File: config.mk
export PLATFORM = sky130hd
export DESIGN_NAME = min_heap_priority_queue
export DESIGN_NICKNAME = d
export VERILOG_FILES = /design/src/mhpq_pkg.sv /design/src/mhpq_ram.sv /design/src/mhpq_seq.sv /design/src/mhpq_dp.sv /design/src/min_heap_priority_queue.sv
export SDC_FILE = /design/constraint.sdc
export NUM_CORES = 2
export LEC_CHECK = 0
export BUFFER_PORTS_ARGS = -buffer_cell sky130_fd_sc_hd__buf_4
export CORE_ASPECT_RATIO = 1.2
export CORE_UTILIZATION = 50
export CTS_BUF_LIST = sky130_fd_sc_hd__clkbuf_4
export CTS_CLUSTER_DIAMETER = 30
export CTS_CLUSTER_SIZE = 24
export DETAILED_ROUTE_END_ITERATION = 10
export PLACE_DENSITY = 0.65
export SETUP_SLACK_MARGIN = 0.02
export SYNTH_ARGS = -nofsm -noshare
export SYNTH_HDL_FRONTEND = slang
export SYNTH_SLANG_ARGS = --single-unit
File: constraint.sdc
create_clock -name clk_i -period 7.94 [get_ports clk_i]
set_clock_uncertainty 0.05 [all_clocks]
set_input_delay 1.588 -clock clk_i [delete_from_list [all_inputs] [get_ports clk_i]]
set_output_delay 1.588 -clock clk_i [all_outputs]
set_load 0.02 [all_outputs]
File: src/mhpq_pkg.sv
`default_nettype none

package mhpq_pkg;

  localparam int unsigned HEAP_DEPTH = 64;
  localparam int unsigned PRIO_W     = 16;
  localparam int unsigned TAG_W      = 8;
  localparam int unsigned ADDR_W     = $clog2(HEAP_DEPTH);
  localparam int unsigned CNT_W      = $clog2(HEAP_DEPTH + 1);
  // Wide enough to hold 2 * pos + 2 for any slot index.
  localparam int unsigned IDX_W      = ADDR_W + 2;
  localparam int unsigned STATUS_W   = 2;
  localparam int unsigned IN_DATA_W  = ((PRIO_W + TAG_W + 7) / 8) * 8;
  localparam int unsigned OUT_DATA_W = ((PRIO_W + TAG_W + CNT_W + 7) / 8) * 8;
  localparam int unsigned STEP_W     = 4;

  typedef struct packed {
    logic [PRIO_W-1:0] prio;
    logic [TAG_W-1:0]  tag;
  } entry_t;

  localparam int unsigned ENTRY_W = $bits(entry_t);

  typedef enum logic {
    OP_INSERT = 1'b0,
    OP_REMOVE = 1'b1
  } op_e;

  typedef enum logic [STATUS_W-1:0] {
    ST_OK    = 2'd0,
    ST_FULL  = 2'd1,
    ST_EMPTY = 2'd2
  } status_e;

  // Microprogram addresses.
  typedef enum logic [STEP_W-1:0] {
    S_IDLE      = 4'd0,
    S_INS_TEST  = 4'd1,
    S_INS_UP    = 4'd2,
    S_INS_PLACE = 4'd3,
    S_REM_ROOT  = 4'd4,
    S_REM_LAST  = 4'd5,
    S_REM_LOAD  = 4'd6,
    S_DN_TEST   = 4'd7,
    S_DN_LEFT   = 4'd8,
    S_DN_RIGHT  = 4'd9,
    S_DN_CMP    = 4'd10,
    S_DN_PLACE  = 4'd11,
    S_FINISH    = 4'd12
  } step_e;

  // Memory read address source.
  typedef enum logic [2:0] {
    RD_ROOT   = 3'd0,
    RD_PARENT = 3'd1,
    RD_LEFT   = 3'd2,
    RD_RIGHT  = 3'd3,
    RD_LAST   = 3'd4
  } rd_e;

  // Condition that gates the action and steers conditional jumps.
  typedef enum logic [2:0] {
    C_ALWAYS       = 3'd0,
    C_ACCEPT       = 3'd1,
    C_POS_ZERO     = 3'd2,
    C_UP_SWAP      = 3'd3,
    C_NO_LEFT      = 3'd4,
    C_RIGHT_BETTER = 3'd5,
    C_DOWN_SWAP    = 3'd6,
    C_OUT_FREE     = 3'd7
  } cond_e;

  typedef enum logic [3:0] {
    A_NONE       = 4'd0,
    A_ACCEPT     = 4'd1,
    A_MOVE_UP    = 4'd2,
    A_PLACE      = 4'd3,
    A_TAKE_ROOT  = 4'd4,
    A_LOAD_MOV   = 4'd5,
    A_CAND_LEFT  = 4'd6,
    A_CAND_RIGHT = 4'd7,
    A_MOVE_DOWN  = 4'd8,
    A_RESULT     = 4'd9
  } act_e;

  typedef enum logic [2:0] {
    J_NEXT      = 3'd0,
    J_GOTO      = 3'd1,
    J_IF        = 3'd2,
    J_DISPATCH  = 3'd3,
    J_FIRE_GOTO = 3'd4
  } jmp_e;

  typedef struct packed {
    rd_e   rd;
    cond_e cond;
    act_e  act;
    jmp_e  jmp;
    step_e target;
  } ctrl_t;

  // Datapath status seen by the sequencer.
  typedef struct packed {
    logic in_valid;
    logic is_remove;
    logic reject;
    logic pos_zero;
    logic up_swap;
    logic no_left;
    logic right_better;
    logic down_swap;
    logic out_free;
  } flags_t;

  // Sequencer commands to the datapath.
  typedef struct packed {
    rd_e  rd;
    act_e act;
    logic fire;
    logic idle;
  } uop_t;

endpackage

`default_nettype wire

File: src/mhpq_ram.sv
`default_nettype none

module mhpq_ram #(
  parameter int unsigned WIDTH = 8,
  parameter int unsigned DEPTH = 16,
  localparam int unsigned AW = $clog2(DEPTH)
) (
  input  wire logic             clk_i,
  input  wire logic             we_i,
  input  wire logic [AW-1:0]    waddr_i,
  input  wire logic [WIDTH-1:0] wdata_i,
  input  wire logic [AW-1:0]    raddr_i,
  output logic      [WIDTH-1:0] rdata_o
);

  logic [WIDTH-1:0] mem_q [DEPTH];

  always_ff @(posedge clk_i) begin
    if (we_i) begin
      mem_q[waddr_i] <= wdata_i;
    end
    rdata_o <= mem_q[raddr_i];
  end

endmodule

`default_nettype wire

File: src/mhpq_seq.sv
`default_nettype none

module mhpq_seq
  import mhpq_pkg::*;
(
  input  wire logic   clk_i,
  input  wire logic   rst_ni,
  input  wire flags_t flags_i,
  output uop_t        uop_o
);

  // Control store. Each word names a read address, a condition, the action
  // taken when the condition holds, and how the step counter moves.
  function automatic ctrl_t ucode(step_e s);
    ctrl_t w;
    w = '{rd: RD_ROOT, cond: C_ALWAYS, act: A_NONE, jmp: J_GOTO, target: S_IDLE};
    unique case (s)
      S_IDLE:      w = '{RD_ROOT,   C_ACCEPT,       A_ACCEPT,     J_DISPATCH,  S_IDLE};
      S_INS_TEST:  w = '{RD_PARENT, C_POS_ZERO,     A_NONE,       J_IF,        S_INS_PLACE};
      S_INS_UP:    w = '{RD_ROOT,   C_UP_SWAP,      A_MOVE_UP,    J_IF,        S_INS_TEST};
      S_INS_PLACE: w = '{RD_ROOT,   C_ALWAYS,       A_PLACE,      J_GOTO,      S_FINISH};
      S_REM_ROOT:  w = '{RD_ROOT,   C_ALWAYS,       A_NONE,       J_NEXT,      S_IDLE};
      S_REM_LAST:  w = '{RD_LAST,   C_ALWAYS,       A_TAKE_ROOT,  J_NEXT,      S_IDLE};
      S_REM_LOAD:  w = '{RD_ROOT,   C_ALWAYS,       A_LOAD_MOV,   J_NEXT,      S_IDLE};
      S_DN_TEST:   w = '{RD_LEFT,   C_NO_LEFT,      A_NONE,       J_IF,        S_DN_PLACE};
      S_DN_LEFT:   w = '{RD_RIGHT,  C_ALWAYS,       A_CAND_LEFT,  J_NEXT,      S_IDLE};
      S_DN_RIGHT:  w = '{RD_ROOT,   C_RIGHT_BETTER, A_CAND_RIGHT, J_NEXT,      S_IDLE};
      S_DN_CMP:    w = '{RD_ROOT,   C_DOWN_SWAP,    A_MOVE_DOWN,  J_IF,        S_DN_TEST};
      S_DN_PLACE:  w = '{RD_ROOT,   C_ALWAYS,       A_PLACE,      J_GOTO,      S_FINISH};
      S_FINISH:    w = '{RD_ROOT,   C_OUT_FREE,     A_RESULT,     J_FIRE_GOTO, S_IDLE};
      default:     w = '{RD_ROOT,   C_ALWAYS,       A_NONE,       J_GOTO,      S_IDLE};
    endcase
    return w;
  endfunction

  step_e step_q, step_d;
  ctrl_t word;
  logic  fire;
  step_e step_inc;

  always_ff @(posedge clk_i or negedge rst_ni) begin
    if (!rst_ni) begin
      step_q <= S_IDLE;
    end else begin
      step_q <= step_d;
    end
  end

  always_comb begin
    word     = ucode(step_q);
    step_inc = step_e'(step_q + STEP_W'(1));

    unique case (word.cond)
      C_ALWAYS:       fire = 1'b1;
      C_ACCEPT:       fire = flags_i.in_valid;
      C_POS_ZERO:     fire = flags_i.pos_zero;
      C_UP_SWAP:      fire = flags_i.up_swap;
      C_NO_LEFT:      fire = flags_i.no_left;
      C_RIGHT_BETTER: fire = flags_i.right_better;
      C_DOWN_SWAP:    fire = flags_i.down_swap;
      C_OUT_FREE:     fire = flags_i.out_free;
    endcase

    unique case (word.jmp)
      J_NEXT:      step_d = step_inc;
      J_GOTO:      step_d = word.target;
      J_IF:        step_d = fire ? word.target : step_inc;
      J_FIRE_GOTO: step_d = fire ? word.target : step_q;
      J_DISPATCH: begin
        priority if (!fire) begin
          step_d = step_q;
        end else if (flags_i.reject) begin
          step_d = S_FINISH;
        end else if (flags_i.is_remove) begin
          step_d = S_REM_ROOT;
        end else begin
          step_d = S_INS_TEST;
        end
      end
      default:     step_d = S_IDLE;
    endcase

    uop_o.rd   = word.rd;
    uop_o.act  = word.act;
    uop_o.fire = fire;
    uop_o.idle = (step_q == S_IDLE);
  end

endmodule

`default_nettype wire

File: src/mhpq_dp.sv
`default_nettype none

module mhpq_dp
  import mhpq_pkg::*;
(
  input  wire logic              clk_i,
  input  wire logic              rst_ni,
  input  wire uop_t              uop_i,
  input  wire logic              in_valid_i,
  input  wire logic              in_op_i,
  input  wire logic [PRIO_W-1:0] in_prio_i,
  input  wire logic [TAG_W-1:0]  in_tag_i,
  input  wire logic              out_ready_i,
  output flags_t                 flags_o,
  output logic                   out_valid_o,
  output logic [STATUS_W-1:0]    out_status_o,
  output entry_t                 out_entry_o,
  output logic [CNT_W-1:0]       out_count_o
);

  logic [CNT_W-1:0]  cnt_q;
  logic              res_valid_q;
  logic [ADDR_W-1:0] pos_q;
  logic [ADDR_W-1:0] cidx_q;
  entry_t            mov_q;
  entry_t            cand_q;
  entry_t            taken_q;
  status_e           status_q;
  status_e           res_status_q;
  entry_t            res_entry_q;
  logic [CNT_W-1:0]  res_cnt_q;

  logic [ADDR_W-1:0] parent_idx;
  logic [IDX_W-1:0]  left_idx;
  logic [IDX_W-1:0]  right_idx;
  logic [IDX_W-1:0]  cnt_ext;
  logic              right_ok;
  logic              is_full;
  logic              is_empty;
  logic              go;

  logic              we;
  logic [ADDR_W-1:0] waddr;
  entry_t            wdata;
  logic [ADDR_W-1:0] raddr;
  logic [ENTRY_W-1:0] rdata_raw;
  entry_t            rdata;

  assign rdata = entry_t'(rdata_raw);
  assign go    = uop_i.fire;

  always_comb begin
    parent_idx = (pos_q - ADDR_W'(1)) >> 1;
    left_idx   = IDX_W'({pos_q, 1'b1});
    right_idx  = (IDX_W'(pos_q) + IDX_W'(1)) << 1;
    cnt_ext    = IDX_W'(cnt_q);
    right_ok   = (right_idx < cnt_ext);
    is_full    = (cnt_q == CNT_W'(HEAP_DEPTH));
    is_empty   = (cnt_q == '0);

    flags_o.in_valid     = in_valid_i;
    flags_o.is_remove    = (in_op_i == OP_REMOVE);
    flags_o.reject       = (in_op_i == OP_REMOVE) ? is_empty : is_full;
    flags_o.pos_zero     = (pos_q == '0);
    flags_o.up_swap      = (rdata.prio > mov_q.prio);
    flags_o.no_left      = !(left_idx < cnt_ext);
    flags_o.right_better = right_ok && (rdata.prio < cand_q.prio);
    flags_o.down_swap    = (cand_q.prio < mov_q.prio);
    flags_o.out_free     = !res_valid_q || out_ready_i;

    unique case (uop_i.rd)
      RD_ROOT:   raddr = '0;
      RD_PARENT: raddr = parent_idx;
      RD_LEFT:   raddr = left_idx[ADDR_W-1:0];
      RD_RIGHT:  raddr = right_idx[ADDR_W-1:0];
      RD_LAST:   raddr = cnt_q[ADDR_W-1:0];
      default:   raddr = '0;
    endcase

    // All writes land on the hole at pos_q.
    waddr = pos_q;
    we    = 1'b0;
    wdata = mov_q;
    if (go) begin
      unique case (uop_i.act)
        A_MOVE_UP: begin
          we    = 1'b1;
          wdata = rdata;
        end
        A_MOVE_DOWN: begin
          we    = 1'b1;
          wdata = cand_q;
        end
        A_PLACE: begin
          we    = 1'b1;
          wdata = mov_q;
        end
        default: begin
          we    = 1'b0;
          wdata = mov_q;
        end
      endcase
    end
  end

  mhpq_ram #(
    .WIDTH(ENTRY_W),
    .DEPTH(HEAP_DEPTH)
  ) u_ram (
    .clk_i  (clk_i),
    .we_i   (we),
    .waddr_i(waddr),
    .wdata_i(wdata),
    .raddr_i(raddr),
    .rdata_o(rdata_raw)
  );

  always_ff @(posedge clk_i or negedge rst_ni) begin
    if (!rst_ni) begin
      cnt_q       <= '0;
      res_valid_q <= 1'b0;
    end else begin
      if (res_valid_q && out_ready_i) begin
        res_valid_q <= 1'b0;
      end
      if (go && uop_i.act == A_RESULT) begin
        res_valid_q <= 1'b1;
      end
      if (go && uop_i.act == A_ACCEPT) begin
        if (in_op_i == OP_REMOVE) begin
          if (!is_empty) begin
            cnt_q <= cnt_q - CNT_W'(1);
          end
        end else if (!is_full) begin
          cnt_q <= cnt_q + CNT_W'(1);
        end
      end
    end
  end

  always_ff @(posedge clk_i) begin
    if (go) begin
      unique case (uop_i.act)
        A_ACCEPT: begin
          mov_q   <= '{prio: in_prio_i, tag: in_tag_i};
          taken_q <= '0;
          if (in_op_i == OP_REMOVE) begin
            status_q <= is_empty ? ST_EMPTY : ST_OK;
            pos_q    <= '0;
          end else begin
            status_q <= is_full ? ST_FULL : ST_OK;
            pos_q    <= cnt_q[ADDR_W-1:0];
          end
        end
        A_MOVE_UP:    pos_q   <= parent_idx;
        A_MOVE_DOWN:  pos_q   <= cidx_q;
        A_TAKE_ROOT:  taken_q <= rdata;
        A_LOAD_MOV:   mov_q   <= rdata;
        A_CAND_LEFT: begin
          cand_q <= rdata;
          cidx_q <= left_idx[ADDR_W-1:0];
        end
        A_CAND_RIGHT: begin
          cand_q <= rdata;
          cidx_q <= right_idx[ADDR_W-1:0];
        end
        A_RESULT: begin
          res_status_q <= status_q;
          res_entry_q  <= taken_q;
          res_cnt_q    <= cnt_q;
        end
        default: begin
        end
      endcase
    end
  end

  assign out_valid_o  = res_valid_q;
  assign out_status_o = res_status_q;
  assign out_entry_o  = res_entry_q;
  assign out_count_o  = res_cnt_q;

endmodule

`default_nettype wire

File: src/min_heap_priority_queue.sv
`default_nettype none

// Binary min-heap priority queue of up to 64 entries, each a 16-bit priority
// and an 8-bit process tag; a lower priority is served first. Each input item
// is an insert (tuser 0) or a remove of the minimum (tuser 1) and yields exactly
// one result item carrying a status, the removed entry (zero for inserts and
// failures) and the entry count after the operation. An insert into a full
// heap is dropped with status 1; a remove from an empty heap reports status 2.
// The heap lives in a single-port-read, single-port-write RAM with registered
// read data, and a small microcoded sequencer walks the sift loops one memory
// access per cycle. An insert climbs and a remove descends at most 6 levels
// for 64 entries; each level costs one RAM read per visited slot plus a
// compare-and-move step. An item is held at its finish step while the
// previous result still waits in the output register. One item is in work at
// a time; the finished result sits in an output register, so a new item is
// taken while the previous result still waits to be read. The heap memory
// needs no clearing after reset.
module min_heap_priority_queue
  import mhpq_pkg::*;
(
  input  wire logic                  clk_i,
  input  wire logic                  rst_ni,
  input  wire logic                  s_axis_tvalid,
  output logic                       s_axis_tready,
  // tdata: new_priority [15:0], new_tag [23:16].
  input  wire logic [IN_DATA_W-1:0]  s_axis_tdata,
  // tuser: op (0 insert, 1 remove).
  input  wire logic                  s_axis_tuser,
  output logic                       m_axis_tvalid,
  input  wire logic                  m_axis_tready,
  // tdata: out_priority [15:0], out_tag [23:16], entry_count [30:24], zero fill.
  output logic [OUT_DATA_W-1:0]      m_axis_tdata,
  // tuser: status (0 ok, 1 insert dropped, 2 remove on empty heap).
  output logic [STATUS_W-1:0]        m_axis_tuser
);

  flags_t           flags;
  uop_t             uop;
  entry_t           res_entry;
  logic [CNT_W-1:0] res_count;

  // The sequencer owns all control; the datapath holds the heap and the
  // registers that the microprogram steers.
  mhpq_seq u_seq (
    .clk_i  (clk_i),
    .rst_ni (rst_ni),
    .flags_i(flags),
    .uop_o  (uop)
  );

  mhpq_dp u_dp (
    .clk_i       (clk_i),
    .rst_ni      (rst_ni),
    .uop_i       (uop),
    .in_valid_i  (s_axis_tvalid),
    .in_op_i     (s_axis_tuser),
    .in_prio_i   (s_axis_tdata[PRIO_W-1:0]),
    .in_tag_i    (s_axis_tdata[PRIO_W+TAG_W-1:PRIO_W]),
    .out_ready_i (m_axis_tready),
    .flags_o     (flags),
    .out_valid_o (m_axis_tvalid),
    .out_status_o(m_axis_tuser),
    .out_entry_o (res_entry),
    .out_count_o (res_count)
  );

  // Items are taken only while the sequencer sits at its idle step.
  assign s_axis_tready = uop.idle;

  assign m_axis_tdata = OUT_DATA_W'({res_count, res_entry.tag, res_entry.prio});

endmodule

`default_nettype wire

== Yosys cells after proc, flatten, opt, wreduce, memory -nomap -nowiden ==
Memories as Yosys holds them, arrays and structs flattened. A register that Yosys moved wholly into a read port is not among the register bits.
Cells that the tools add are included.

* Input bits: 29
* Logic and storage cells: 113
* Memories kept: 2
* Output and inout port bits: 36
* Bits in latches: 0
* Bits in read-only memories: 272
* Register bits after elaboration: 131
* RAM bits: 1536

* Equal/unequal tests: 29
* Multipliers: 0
* Shift-type cells: 0
* Divide/modulo/power cells: 0
* Reductions and logical operators: 28
* Add/subtract/negate cells: 5
* Mux-type cells: 28
* Magnitude comparators: 5
* Bitwise logic cells: 0

{| class="wikitable"
|+ Memories
! name !! words !! bits a word !! read ports !! clocked after memory_dff !! write ports !! RTL line !! RTL
|-
| u_dp.u_ram.mem_q || 64 || 24 || 1 || 1 || 1 || mhpq_ram.sv:16 || <nowiki>logic [WIDTH-1:0] mem_q [DEPTH];</nowiki>
|-
| (no name shown) || 16 || 17 || 1 || 0 || 0 || mhpq_seq.sv:17 || <nowiki>unique case (s)</nowiki>
|}

{| class="wikitable"
|+ Operator list
! operator !! count
|-
| $pmux 24 s2 || 3
|-
| $lt 16x16->1 || 2
|-
| $mux 24 || 1
|-
| $pmux 6 s4 || 1
|-
| $mux 7 || 3
|-
| $pmux 4 s5 || 1
|-
| $eq 3x2->1 const B || 6
|-
| $eq 3x3->1 const B || 6
|-
| $pmux 6 s3 || 1
|-
| $eq 4x3->1 const B || 4
|-
| $gt 16x16->1 || 1
|-
| $mux 4 || 4
|-
| $reduce_and 2->1 || 8
|-
| $pmux 6 s2 || 1
|-
| $eq 3x1->1 const B || 3
|-
| $eq 4x2->1 const B || 2
|-
| $eq 4x4->1 const B || 2
|-
| $lt 8x7->1 || 1
|-
| $mux 1 || 8
|-
| $pmux 1 s8 || 1
|-
| $reduce_bool 2->1 || 4
|-
| $add 6x1->7 const B || 1
|-
| $add 7x1->7 const B || 1
|-
| $eq 7x7->1 const B || 1
|-
| 21 further kinds || 29
|}

== Logic depth before layout (Yosys ltp) ==
* Depth in word-level cells: 7
* Depth in mapped cells: 17
* Gate-level depth less buffers: 12

== Hierarchy ==
From an unflattened synthesis, not the netlist that was laid out.

* Cell total of the unflattened synthesis: 3315
* Area, all modules: 67471.0 um2

{| class="wikitable"
|+ By module, submodules not included
! module !! times used !! cells each !! area each (um2) !! seq. area each (um2)
|-
| mhpq_ram || 1 || 2610 || 59295.6 || 46604.7
|-
| mhpq_dp || 1 || 578 || 7163.1 || 3773.6
|-
| mhpq_seq || 1 || 125 || 1001.0 || 100.1
|-
| min_heap_priority_queue || 1 || 2 || 11.3 || 0.0
|}

== Worst setup path after synthesis ==
OpenSTA, ideal clock, no wires.

* Path type: register to register
* Start point: register u_dp.pos_q[4]
* End point: memory u_dp.u_ram.mem_q[40][0] (netlist name) (enable)
* Data required time: 7.424 ns
* Buffers on the path: 5
* Setup slack: 1.967 ns
* Library setup time: 0.466 ns
* Clock period less this slack: 5.973 ns
* Stages on the path, launching flop included: 16
* Data arrival time: 5.457 ns
* Cells stage by stage: edfxtp_1 -> clkbuf_1 -> clkbuf_1 -> nand2_1 -> or2_2 -> clkbuf_1 -> o21ai_0 -> ha_1 -> a221oi_1 -> and4_1 -> o211ai_1 -> o211ai_2 -> nor2_1 -> buf_2 -> buf_2 -> nor4_1

* Word-level cells in the longest chain between the ends: 7
* Elaborated cells on any way between the ends: 10
* Classes of those cells: add/sub: 1; order compare: 2; mux: 4; reduce/logical: 3

{| class="wikitable"
|+ Ends and longest elaborated chain
! item !! RTL line !! RTL
|-
| from (decl) || mhpq_dp.sv:23 || <nowiki>logic [ADDR_W-1:0] pos_q;</nowiki>
|-
| from (signal assigned) || mhpq_dp.sv:152 || <nowiki>pos_q <= cnt_q[ADDR_W-1:0];</nowiki>
|-
| from (signal assigned) || mhpq_dp.sv:155 || <nowiki>A_MOVE_UP: pos_q <= parent_idx;</nowiki>
|-
| from (signal assigned) || mhpq_dp.sv:156 || <nowiki>A_MOVE_DOWN: pos_q <= cidx_q;</nowiki>
|-
| $add 6x1->7 || mhpq_dp.sv:55 || <nowiki>right_idx = (IDX_W'(pos_q) + IDX_W'(1)) << 1;</nowiki>
|-
| $lt 8x7->1 || mhpq_dp.sv:57 || <nowiki>right_ok = (right_idx < cnt_ext);</nowiki>
|-
| $logic_and 1x1->1 || mhpq_dp.sv:67 || <nowiki>flags_o.right_better = right_ok && (rdata.prio < cand_q.prio);</nowiki>
|-
| $pmux 1 s8 || mhpq_seq.sv:53 || <nowiki>unique case (word.cond)</nowiki>
|-
| $mux 1 || mhpq_dp.sv:84 || <nowiki>if (go) begin</nowiki>
|-
| $mux 1 || mhpq_ram.sv:19 || <nowiki>if (we_i) begin</nowiki>
|-
| $mux 1 (implied by the code) || mhpq_ram.sv:20 || <nowiki>mem_q[waddr_i] <= wdata_i;</nowiki>
|-
| to (decl) || mhpq_ram.sv:16 ||
|}

Several ways; a longest one is shown, not always the timed one.

== Worst setup path after layout ==
* Start point: register u_seq.step_q[1]
* End point: register u_dp.u_ram.rdata_o[9], read port of u_dp.u_ram.mem_q

* Word-level cells in the longest chain between the ends: 3
* Elaborated cells on any way between the ends: 6
* Classes of those cells: eq/ne: 4; mux: 1; memory: 1

{| class="wikitable"
|+ Ends and longest elaborated chain
! item !! RTL line !! RTL
|-
| from (decl) || mhpq_seq.sv:36 || <nowiki>step_e step_q, step_d;</nowiki>
|-
| from (signal assigned) || mhpq_seq.sv:45 || <nowiki>step_q <= step_d;</nowiki>
|-
| $mem_v2 16x17 * || - ||
|-
| $eq 3x3->1 (tied with other cells) || mhpq_dp.sv:71 || <nowiki>unique case (uop_i.rd)</nowiki>
|-
| $pmux 6 s4 * || mhpq_dp.sv:71 ||
|-
| to (decl) || mhpq_ram.sv:13 || <nowiki>output logic [WIDTH-1:0] rdata_o</nowiki>
|}

Mark *: on every way between the ends. The rest lies on a longest branch, timed or not.
A chain may end at the register's enable or synchronous reset.

==> results_dict.tcl <==
set metrics [dict create \
    fin_crit_sh_pct 72.3 \
    routedWlPerCell_um 30.5 \
    cp_common_cell "ha_1" \
    synth_xor_area_share_pct 0.242 \
    status "complete, but fails checks" \
    grt_first_pass_wirelength_um 294000 \
    slew_violations 0 \
    drc_errors 0 \
    place.gp.congestion 0.960 \
    vias 43600 \
    crit_path_cell_trace "ha_1 > ha_1 > or3_4 > a311oi_4 > and2_4 > nand2_4 > buf_4 > o221ai_1 > o22ai_1 > nor3_1 > nor4bb_1" \
    min_period_ps 5740 \
    synth_compound_area_share_pct 10.5 \
    avgViaCountPerCell 6.43 \
    yosys.area_share.simple_pct 8.54 \
    netlist_area_mm2 0.0689 \
    synth-main-ff-cell "edfxtp_1" \
    io_pins 65 \
    clk_pin_slew_ps 140 \
    cts_max_level 5 \
    post_cts_resized 0 \
    critPathBufInv 1 \
    place_area_mm2 0.0728 \
    finalInstanceArea_mm2 0.0773 \
    synthArstFlopShare_pct 0.710 \
    die_height_um 409 \
    cp_slowest_cell "o221ai_1" \
    cts_hold_buf 1 \
    startpoint_type "register" \
    clock_path_buffers 4 \
    power.density_mw_per_mm2 473 \
    numCtsBuffers 277 \
    path_class "register to register" \
    synthAdderAreaFrac_pct 1.46 \
    yosys-mux-area-fraction_pct 3.34 \
    hold_path.class "register to register" \
    violations "max-capacitance violations" \
    post_cts_buffers 0 \
    avgSynthCellArea_um2 15.1 \
    ys_types 85 \
    cp_data_arrival_time_ps 6890 \
    clock-sinks 1691 \
    leakage_nw 25.3 \
    setup_viol 0 \
    drt_iter0_markers 5633 \
    insertion_delay_ps 1330 \
    final_nets 4874 \
    hold_viol_final 0 \
    final_antenna_net_count 0 \
    grt_antenna_before_repair 13 \
    tns_ps 0 \
    rows 148 \
    drive_gt1_share_pct 19.0 \
    crit_fanout 52 \
    start_util_pct 50.6 \
    routed_wl_um 207000 \
    slew_headroom_pct 0.0659 \
    dpl.hpwl_um 127000 \
    cts_root_buffer "clkbuf_4" \
    cts_tree "yes" \
    die_area_mm2 0.139 \
    cp_top_family "simple AND/OR/NAND/NOR gates" \
    synth-edff-count 1655 \
    slowest_delay_ps 740 \
    worst_slew_pin_slew_ps 1490 \
    grt_max_degree 193 \
    core-area_mm2 0.136 \
    yosysSeqAreaShare_pct 73.3 \
    fin_ws_ps 2200 \
    synth_cells 4566 \
    port_buffers 63 \
    grt-ovfl-total 0 \
    fmax_mhz 174 \
    cp-end-kind "register" \
    die_w_um 341 \
    yosys_warnings 0 \
    maxCapViolCount 2 \
    syn_nets 4675 \
    area_growth_pct 12.2 \
    track_usage_pct 29.4 \
    rsz0062_at_grt "no" \
    crit_required_ps 9090 \
    ir_worst_vdd_uv 483 \
    firstDrtPassIters 7 \
    synth_top_family_by_area "compound AO/OA/AOI/OAI gates" \
    grt_pass1_vias 41500 \
    dpl_worst_slack_ps 2470 \
    synth_seq_cells 1691 \
]
[synthesized netlist by cell type (all sizes together), types with 79 or more instances]
master / count / share of area (%)
ha: 79 / 1.4
nor4: 121 / 1.1
a311oi: 95 / 1.2
mux2i: 196 / 2.8
buf: 173 / 1.4
a221oi: 191 / 2.4
a211oi: 109 / 1.2
a21oi: 221 / 1.6
nand2: 517 / 2.8
nand3: 119 / 0.86
and3: 97 / 0.88
edfxtp: 1655 / 72
clkbuf: 173 / 0.94
nor2: 109 / 0.59
[registers in the layout, indices dropped and copies added (netlist names)]
register / count
u_dp.out_count_o: 7
u_dp.cnt_q: 7
u_dp.out_status_o: 2
u_dp.cand_q: 24
u_dp.status_q: 2
u_dp.pos_q: 6
u_dp.taken_q: 24
u_dp.out_entry_o: 24
u_dp.mov_q: 24
u_dp.u_ram.mem_q: 1536
u_dp.out_valid_o: 1
u_dp.cidx_q: 6
u_dp.u_ram.rdata_o: 24
u_seq.step_q: 4
[cell families (layout without fill, tap and decap cells)]
group | count (synthesis) | after routing
flip-flops | 1691 | 1691
multiplexers | 226 | 226
XOR/XNOR | 19 | 19
adder cells (fa/ha/maj) | 80 | 80
AO/OA/AOI/OAI | 971 | 971
buffers and inverters | 401 | 796
AND/OR/NAND/NOR | 1177 | 1177
other | 1 | 17
[path summary, 6_finish.rpt]
path                                  from                    end  slack, ps  cells past startpoint
min in group asynchronous           rst_ni          u_dp.cnt_q[0]        630                      2
setup / recovery           u_seq.step_q[1]  u_dp.u_ram.rdata_o[9]       2200                     11
hold reg to reg            u_dp.taken_q[8]    u_dp.out_entry_o[8]        340                      0
setup reg to reg           u_seq.step_q[1]  u_dp.u_ram.rdata_o[9]       2200                     11
hold / removal             u_dp.taken_q[8]    u_dp.out_entry_o[8]        340                      0
max in group asynchronous           rst_ni          u_dp.cnt_q[5]       6990                      2
[stage by stage]
step           util, %  power (mW)  std cells  hold WS, ps
4_1_cts           56.7        36.4       6761          341
5_1_grt           56.8        37.7       6777          348
3_5_place_dp      53.5        29.7       6285          356
2_1_floorplan        -        22.4       4566          350
3_3_place_gp      53.5        29.4       6284          350
6_report          56.8        36.5       6777          343
[power breakdown]
| group | internal [mW] | switching (mW) |
|---|---|---|
| registers | 13.0 | 0.512 |
| clock network | 3.34 | 3.43 |
| logic | 3.97 | 12.3 |
[layout make-up]
| type | count | area (um2) |
|---|---|---|
| inverters | 55 | 206 |
| fillers | 10500 | 58900 |
| clock buffers | 309 | 2320 |
| well taps | 1800 | 2250 |
| flip-flops and latches | 1691 | 50500 |
| diodes | 16 | 40.0 |
| multi-input cells | 2474 | 17700 |
| repair buffers | 266 | 2210 |
| clock inverters | 166 | 2070 |
[placed cells by master (no fill, tap or decap), drive strengths merged, types with 12 or more instances in the layout]
| cell | n |
|---|---|
| inv | 89 |
| o21ai | 78 |
| ha | 79 |
| a21oi | 221 |
| bufinv | 40 |
| o221ai | 52 |
| mux2i | 196 |
| edfxtp | 1655 |
| buf | 265 |
| a22oi | 30 |
| or4b | 20 |
| or4 | 22 |
| a311oi | 95 |
| mux2 | 30 |
| o2bb2ai | 25 |
| nor2 | 109 |
| o22ai | 24 |
| clkbuf | 309 |
| nor3 | 37 |
| a31oi | 25 |
| or3 | 31 |
| a221oi | 191 |
| nand2 | 517 |
| and2 | 26 |
| nand3 | 119 |
| dfxtp | 24 |
| dfrtp | 12 |
| and3 | 97 |
| a21o | 21 |
| o221a | 41 |
| nor4 | 121 |
| diode | 16 |
| clkinv | 71 |
| clkinvlp | 21 |
| xnor2 | 12 |
| nand4 | 32 |
| a211oi | 109 |
[metal layers]
layer	GRT usage (%)	routed length, um	part of all wire (%)	vias to the layer above
li1	-	-	-	18800
met4	19.6	14900	7.2	6
met2	47.0	99400	48	2474
met1	36.6	74700	36	21900
met5	0	39	0.019	-
met3	5.52	17900	8.7	476
Power figures use the tool's default switching activity.
